--- src/hw/rtl/dtts_pkg.sv ---
// Shared types and constants for the divider/timer step core.
// No dependencies.
package dtts_pkg;

	localparam int unsigned CYCLES_W  = 6;
	localparam int unsigned CLOCKS_W  = 8;
	localparam int unsigned DIV_W     = 8;
	localparam int unsigned TIMA_W    = 8;
	localparam int unsigned TRES_W    = 11;
	localparam int unsigned FRAME_W   = 15;
	localparam int unsigned CFG_IDX_W = 2;
	localparam int unsigned CFG_DAT_W = 8;

	// Timer rate select codes
	typedef enum logic [1:0] {
		SEL_1024 = 2'd0,
		SEL_16   = 2'd1,
		SEL_64   = 2'd2,
		SEL_256  = 2'd3
	} clk_sel_t;

	// Configuration register indexes
	typedef enum logic [CFG_IDX_W-1:0] {
		REG_TIMER_ENABLE = 2'd0,
		REG_CLOCK_SELECT = 2'd1,
		REG_TIMER_MODULO = 2'd2,
		REG_DOUBLE_SPEED = 2'd3
	} cfg_reg_t;

	typedef struct packed {
		logic              timer_enable;
		clk_sel_t          clock_select;
		logic [TIMA_W-1:0] timer_modulo;
		logic              double_speed;
	} cfg_t;

	typedef struct packed {
		logic [DIV_W-1:0]   div_count;
		logic [DIV_W-1:0]   div_res;
		logic [TIMA_W-1:0]  tima_count;
		logic [TRES_W-1:0]  tima_res;
		logic               reload_pending;
		logic [FRAME_W-1:0] frame_clock;
	} state_t;

endpackage

--- src/hw/rtl/div_tima_timer_step_core.sv ---
// Divider/timer step core: an input beat passes the input register, then the result
// register, to become a result beat. Throughput one beat per cycle;
// in_ready falls only while a result is held and out_ready is low.
// Reset clears configuration, counter state and both valid flags.
// Depends on dtts_pkg and dtts_step.
module div_tima_timer_step_core import dtts_pkg::*; #(
	parameter int unsigned FRAME_LENGTH = 17556
) (
	input  logic                 clk,
	input  logic                 arst_n,
	input  logic                 in_valid,
	output logic                 in_ready,
	input  logic [CYCLES_W-1:0]  elapsed_cycles,
	output logic                 out_valid,
	input  logic                 out_ready,
	output logic [DIV_W-1:0]     divider_value,
	output logic [TIMA_W-1:0]    timer_value,
	output logic                 timer_interrupt,
	output logic [FRAME_W-1:0]   frame_position,
	input  logic                 cfg_we,
	input  logic [CFG_IDX_W-1:0] cfg_index,
	input  logic [CFG_DAT_W-1:0] cfg_data
);

	cfg_t                cfg_q;
	state_t              state_q;
	state_t              state_nxt;
	logic                irq_nxt;
	logic                irq_q;
	logic                valid_s1;
	logic [CYCLES_W-1:0] cycles_s1;
	logic                valid_s2;
	logic                advance;

	// Move the held item on when the result register is free or drained
	assign advance  = valid_s1 && (!valid_s2 || out_ready);
	assign in_ready = !valid_s1 || advance;

	// Configuration writes
	always_ff @(posedge clk or negedge arst_n) begin
		if (!arst_n) begin
			cfg_q <= '0;
		end else if (cfg_we) begin
			case (cfg_reg_t'(cfg_index))
				REG_TIMER_ENABLE: cfg_q.timer_enable <= cfg_data[0];
				REG_CLOCK_SELECT: cfg_q.clock_select <= clk_sel_t'(cfg_data[1:0]);
				REG_TIMER_MODULO: cfg_q.timer_modulo <= cfg_data[TIMA_W-1:0];
				REG_DOUBLE_SPEED: cfg_q.double_speed <= cfg_data[0];
				default: ;
			endcase
		end
	end

	// Input register
	always_ff @(posedge clk or negedge arst_n) begin
		if (!arst_n) begin
			valid_s1 <= 1'b0;
		end else if (in_ready) begin
			valid_s1 <= in_valid;
		end
	end

	always_ff @(posedge clk) begin
		if (in_ready && in_valid) begin
			cycles_s1 <= elapsed_cycles;
		end
	end

	dtts_step #(
		.FRAME_LENGTH(FRAME_LENGTH)
	) u_step (
		.cur    (state_q),
		.cfg    (cfg_q),
		.cycles (cycles_s1),
		.nxt    (state_nxt),
		.irq    (irq_nxt)
	);

	// Commit the step: counter state doubles as the result register
	always_ff @(posedge clk or negedge arst_n) begin
		if (!arst_n) begin
			state_q  <= '0;
			irq_q    <= 1'b0;
			valid_s2 <= 1'b0;
		end else begin
			if (advance) begin
				state_q  <= state_nxt;
				irq_q    <= irq_nxt;
				valid_s2 <= 1'b1;
			end else if (out_ready) begin
				valid_s2 <= 1'b0;
			end
		end
	end

	assign out_valid       = valid_s2;
	assign divider_value   = state_q.div_count;
	assign timer_value     = state_q.tima_count;
	assign timer_interrupt = irq_q;
	assign frame_position  = state_q.frame_clock;

endmodule

--- src/hw/rtl/dtts_step.sv ---
// Next-state logic for one step of the divider/timer core.
// Depends on dtts_pkg.
module dtts_step import dtts_pkg::*; #(
	parameter int unsigned FRAME_LENGTH = 17556
) (
	input  state_t              cur,
	input  cfg_t                cfg,
	input  logic [CYCLES_W-1:0] cycles,
	output state_t              nxt,
	output logic                irq
);

	logic [CLOCKS_W-1:0]  clocks;
	logic [DIV_W:0]       div_sum;
	logic [TRES_W:0]      acc;
	logic [TIMA_W-1:0]    ticks;
	logic [TRES_W-1:0]    tres_next;
	logic [TIMA_W:0]      tsum;
	logic [CLOCKS_W-1:0]  clk_mod [1 << CLOCKS_W];
	logic [FRAME_W:0]     fsum;

	// Clocks folded into the frame length, worked out at elaboration
	for (genvar i = 0; i < (1 << CLOCKS_W); i++) begin : g_mod
		assign clk_mod[i] = CLOCKS_W'(i % FRAME_LENGTH);
	end

	// Scale machine cycles to clocks
	assign clocks = cfg.double_speed ? {1'b0, cycles, 1'b0} : {cycles, 2'b00};

	// Divider and frame position
	assign div_sum = {1'b0, cur.div_res} + {1'b0, clocks};
	assign fsum    = {1'b0, cur.frame_clock} + (FRAME_W + 1)'(clk_mod[clocks]);

	// Timer prescale: ticks and kept residue at the selected rate
	assign acc = {1'b0, cur.tima_res} + (TRES_W + 1)'(clocks);

	always_comb begin
		case (cfg.clock_select)
			SEL_1024: begin
				ticks     = TIMA_W'(acc[TRES_W:10]);
				tres_next = TRES_W'(acc[9:0]);
			end
			SEL_16: begin
				ticks     = acc[TIMA_W+3:4];
				tres_next = TRES_W'(acc[3:0]);
			end
			SEL_64: begin
				ticks     = TIMA_W'(acc[TRES_W:6]);
				tres_next = TRES_W'(acc[5:0]);
			end
			default: begin
				ticks     = TIMA_W'(acc[TRES_W:8]);
				tres_next = TRES_W'(acc[7:0]);
			end
		endcase
	end

	assign tsum = {1'b0, cur.tima_count} + {1'b0, ticks};

	// Assemble the next state
	always_comb begin
		nxt           = cur;
		irq           = 1'b0;
		nxt.div_count = cur.div_count + DIV_W'(div_sum[DIV_W]);
		nxt.div_res   = div_sum[DIV_W-1:0];
		if (fsum >= (FRAME_W + 1)'(FRAME_LENGTH)) begin
			nxt.frame_clock = FRAME_W'(fsum - (FRAME_W + 1)'(FRAME_LENGTH));
		end else begin
			nxt.frame_clock = fsum[FRAME_W-1:0];
		end
		if (cfg.timer_enable) begin
			nxt.tima_res = tres_next;
			if (cur.reload_pending) begin
				// Load the modulo plus this step's ticks
				nxt.tima_count     = cfg.timer_modulo + ticks;
				nxt.reload_pending = 1'b0;
			end else if (tsum[TIMA_W]) begin
				// Overflow: drop to zero, flag and arm the reload
				irq                = 1'b1;
				nxt.tima_count     = '0;
				nxt.reload_pending = 1'b1;
			end else begin
				nxt.tima_count = tsum[TIMA_W-1:0];
			end
		end
	end

endmodule

--- config.mk ---
export PLATFORM = sky130hd
export DESIGN_NAME = div_tima_timer_step_core
export DESIGN_NICKNAME = d
export VERILOG_FILES = /design/src/hw/rtl/dtts_pkg.sv /design/src/hw/rtl/div_tima_timer_step_core.sv /design/src/hw/rtl/dtts_step.sv
export SDC_FILE = /design/constraint.sdc
export NUM_CORES = 1
export LEC_CHECK = 0
export BUFFER_PORTS_ARGS = -buffer_cell sky130_fd_sc_hd__buf_2
export CAP_MARGIN = 20
export CORE_UTILIZATION = 40
export DETAILED_ROUTE_END_ITERATION = 16
export PLACE_DENSITY = 0.57
export SLEW_MARGIN = 20
export SYNTH_ARGS = -nofsm -noshare
export SYNTH_HDL_FRONTEND = slang
export SYNTH_SLANG_ARGS = --single-unit
--- constraint.sdc ---
create_clock -name clk -period 4.85 [get_ports clk]
set_input_delay 0.2425 -clock clk [delete_from_list [all_inputs] [get_ports clk]]
set_output_delay 0.2425 -clock clk [all_outputs]
set_load 0.02 [all_outputs]
==> impl_metrics.py <==
metrics = {
    "critical_path": {
        "crit_required_ps": 5040,
        "crit_type": "flip-flop to flip-flop",
        "r2r_slack_ps": 310,
        "arrival_ps": 4730,
        "r2r_end": "timer_value[6]",
        "crit_path_end_kind": "flip-flop",
        "regToRegStartpoint": "cfg_q[0]",
        "reg2reg_depth": 21,
        "start_kind": "flip-flop",
        "cp_max_fo": 4,
    },
    "grt": {
        "grt_util_all_layers_pct": 18.8,
        "grt_pass1_vias": 3928,
        "grt_first_pass_wirelength_um": 19000,
        "overflow": 0,
        "grt_max_degree": 63,
        "antenna_found_initial": 0,
    },
    "cells_and_area": {
        "final_cell_mix": "nand2_1, dfrtp_1, buf_2",
        "diodes": 0,
        "utilization_pct": 46.6,
        "syn2layout_area_growth_pct": 11.5,
        "final_nets": 647,
        "final_common_cell": "nand2_1",
        "drive_above_1_share_pct": 20.8,
    },
    "drt": {
        "drt_wl_total_um": 11600,
        "dr.pass1.iters": 4,
        "ant_nets": 0,
        "drtIter0Drc": 149,
        "via_count": 4024,
        "post-route-drc-count": 0,
        "via_per_inst": 5.31,
        "wl_per_cell_um": 15.3,
    },
    "clocking": {
        "cts.path.max_buffers": 2,
        "postCtsHoldBufs": 0,
        "cts_root_buffer": "clkbuf_16",
        "clock_latency_ps": 340,
        "clkTransAtPathRegs_ps": 60,
        "cts_tree": "yes",
        "cts_max_level": 3,
        "cts_made_buffers": 9,
        "clock-sinks": 68,
    },
    "die": {
        "core-area_sq_um": 12300,
        "start_util_pct": 41.8,
        "io_pins": 55,
        "dieArea_sq_um": 13300,
        "fp.dieH_um": 115,
        "rows": 40,
        "die_x_um": 115,
    },
    "timing": {
        "relSlewSlack_pct": 44.8,
        "fin_skew_ps": 7.76,
        "tightest_slew_ps": 827,
        "layout_min_cycle_time_ps": 4540,
        "whs_ps": 76.5,
        "finalCritPeriodShare_pct": 93.6,
        "finalSetupViolations": 0,
        "drv_slew": 0,
        "hold_violations": 0,
        "timing.fmax_mhz": 220,
    },
    "min_path": {
        "hold_class": "input port to flip-flop",
        "hold_end": "cycles_s1[5]",
        "min_from": "elapsed_cycles[5]",
        "whs_path_depth": 1,
    },
    "power": {
        "p_total_mw": 3.58,
        "max-vdd-ir-drop_mv": 0.236,
        "p_leak_nw": 2.66,
        "powerDensity_nw_per_um2": 626,
    },
    "synthesis": {
        "syn_avg_cell_area_sq_um": 9.22,
        "synth_top_cell_area_share_pct": 30.3,
        "ys_seq_area_share_pct": 33.8,
        "synth_ff_type": "dfrtp_1",
        "syn-instance-count": 556,
        "synthTopCellsByArea": "dfrtp_1, ha_1, nand2_1",
        "synth_area_sq_um": 5120,
        "yosysWarningCount": 0,
        "synth_edf_count": 6,
        "yosys.area.top_type": "dfrtp_1",
        "synth_cell_type_count": 74,
        "ys_seq_elements": 68,
        "synth-async-reset-ratio_pct": 91.2,
        "synth_nets": 618,
    },
    "flow_run": {
        "drv_cap": 0,
    },
    "place": {
        "io_buffers": 53,
        "gp_congestion": 0.854,
        "dp_hpwl_um": 8580,
    },
    "status": {
        "status": "completed",
    },
}
synth_stat cells (all sizes together), types with 9 or more instances:
library cell,count
buf,33
nor2,31
xnor2,25
o21ai,38
dfrtp,62
nand2b,9
nand2,69
mux2,18
a21o,12
a21oi,28
inv,20
xor2,18
clkbuf,13
nand3,10
ha,36
nor2b,14
worst max-delay path, stage by stage, from the launching register on:
cell and delay [ps]:
dfrtp_2 420, mux2_2 390, ha_1 320, nor2b_1 140
o21ai_1 160, a21boi_1 110, o21ai_0 150, nand2b_1 100
a21oi_1 150, nor2b_1 80, xnor2_2 200, mux2i_1 110
a22o_1 260, buf_4 150, fa_1 420, a21o_1 180
a21oi_1 230, nor2b_1 120, a221oi_1 320, a21oi_1 130
a31oi_1 170, o21ai_0 100
metrics by stage:
stage	setup TNS, ps	area [sq um]	instances	setup slack, ps
final	0	5720	758	308
after global routing	-80.8	5720	758	-43.4
after CTS	0	5640	753	70.5
after detailed placement	-3.34	5360	737	-3.34
after global placement	0	5360	737	166
after floorplan	0	5120	556	229
final cells by class:
cell class / count / area [sq um]
tap: 168 / 210
clock inverter: 2 / 10.0
sequential: 68 / 1730
multi-input combinational: 422 / 3080
clock buffer: 14 / 264
timing repair buffer: 64 / 348
inverter: 20 / 75.1
fill: 1223 / 6550
sequential cells by signal (all words and copies together), names as in the netlist:
signal           cells
cfg_q               12
cycles_s1            6
divider_value        8
frame_position      14
out_valid            1
state_q             17
timer_interrupt      1
timer_value          8
valid_s1             1
power breakdown:
group	total, mW	internal [mW]	switching, mW
clock network	0.614	0.373	0.241
registers	0.939	0.747	0.192
logic	2.03	0.872	1.15
total	3.58	1.99	1.59
how the worst max path moves through the flow:
stage                     depth (start not counted)  slack [ps]             end  startpoint
after detailed placement                         22          -3  timer_value[2]    cfg_q[0]
after global routing                             24         -40  timer_value[6]    cfg_q[0]
final                                            21         310  timer_value[6]    cfg_q[0]
after floorplan                                  23         230  timer_value[2]    cfg_q[0]
after CTS                                        22          70  timer_value[2]    cfg_q[0]
after global placement                           22         170  timer_value[2]    cfg_q[0]
per-layer routing:
metal,track usage [%],share of wire [%]
met1,25.0,48
met2,29.9,47
met3,3.27,2.9
met4,8.57,1.7
met5,0,0
kinds of logic (layout without fill, tap and decap cells):
logic type | count (synthesis) | count (layout) | share of synthesized area (%)
mux | 23 | 23 | 4.93
compound gates | 135 | 135 | 18.6
simple gates | 178 | 178 | 17.0
xor+xnor | 43 | 43 | 7.50
buf+inv | 66 | 100 | 7.13
other cells | 1 | 1 | 0.0732
flops | 68 | 68 | 33.8
fa+ha+maj | 42 | 42 | 10.9
what timing repair did:
| item | CTS | global route |
|---|---|---|
| buffers inserted | 0 | 5 |
| gates resized for setup | 1 | 12 |
| endpoints found under the hold margin | 0 | 0 |
| setup endpoints to repair | 1 | 10 |
| gates cloned | 0 | 0 |
| pin swaps | 0 | 6 |
(Power assumes the default switching activity.)
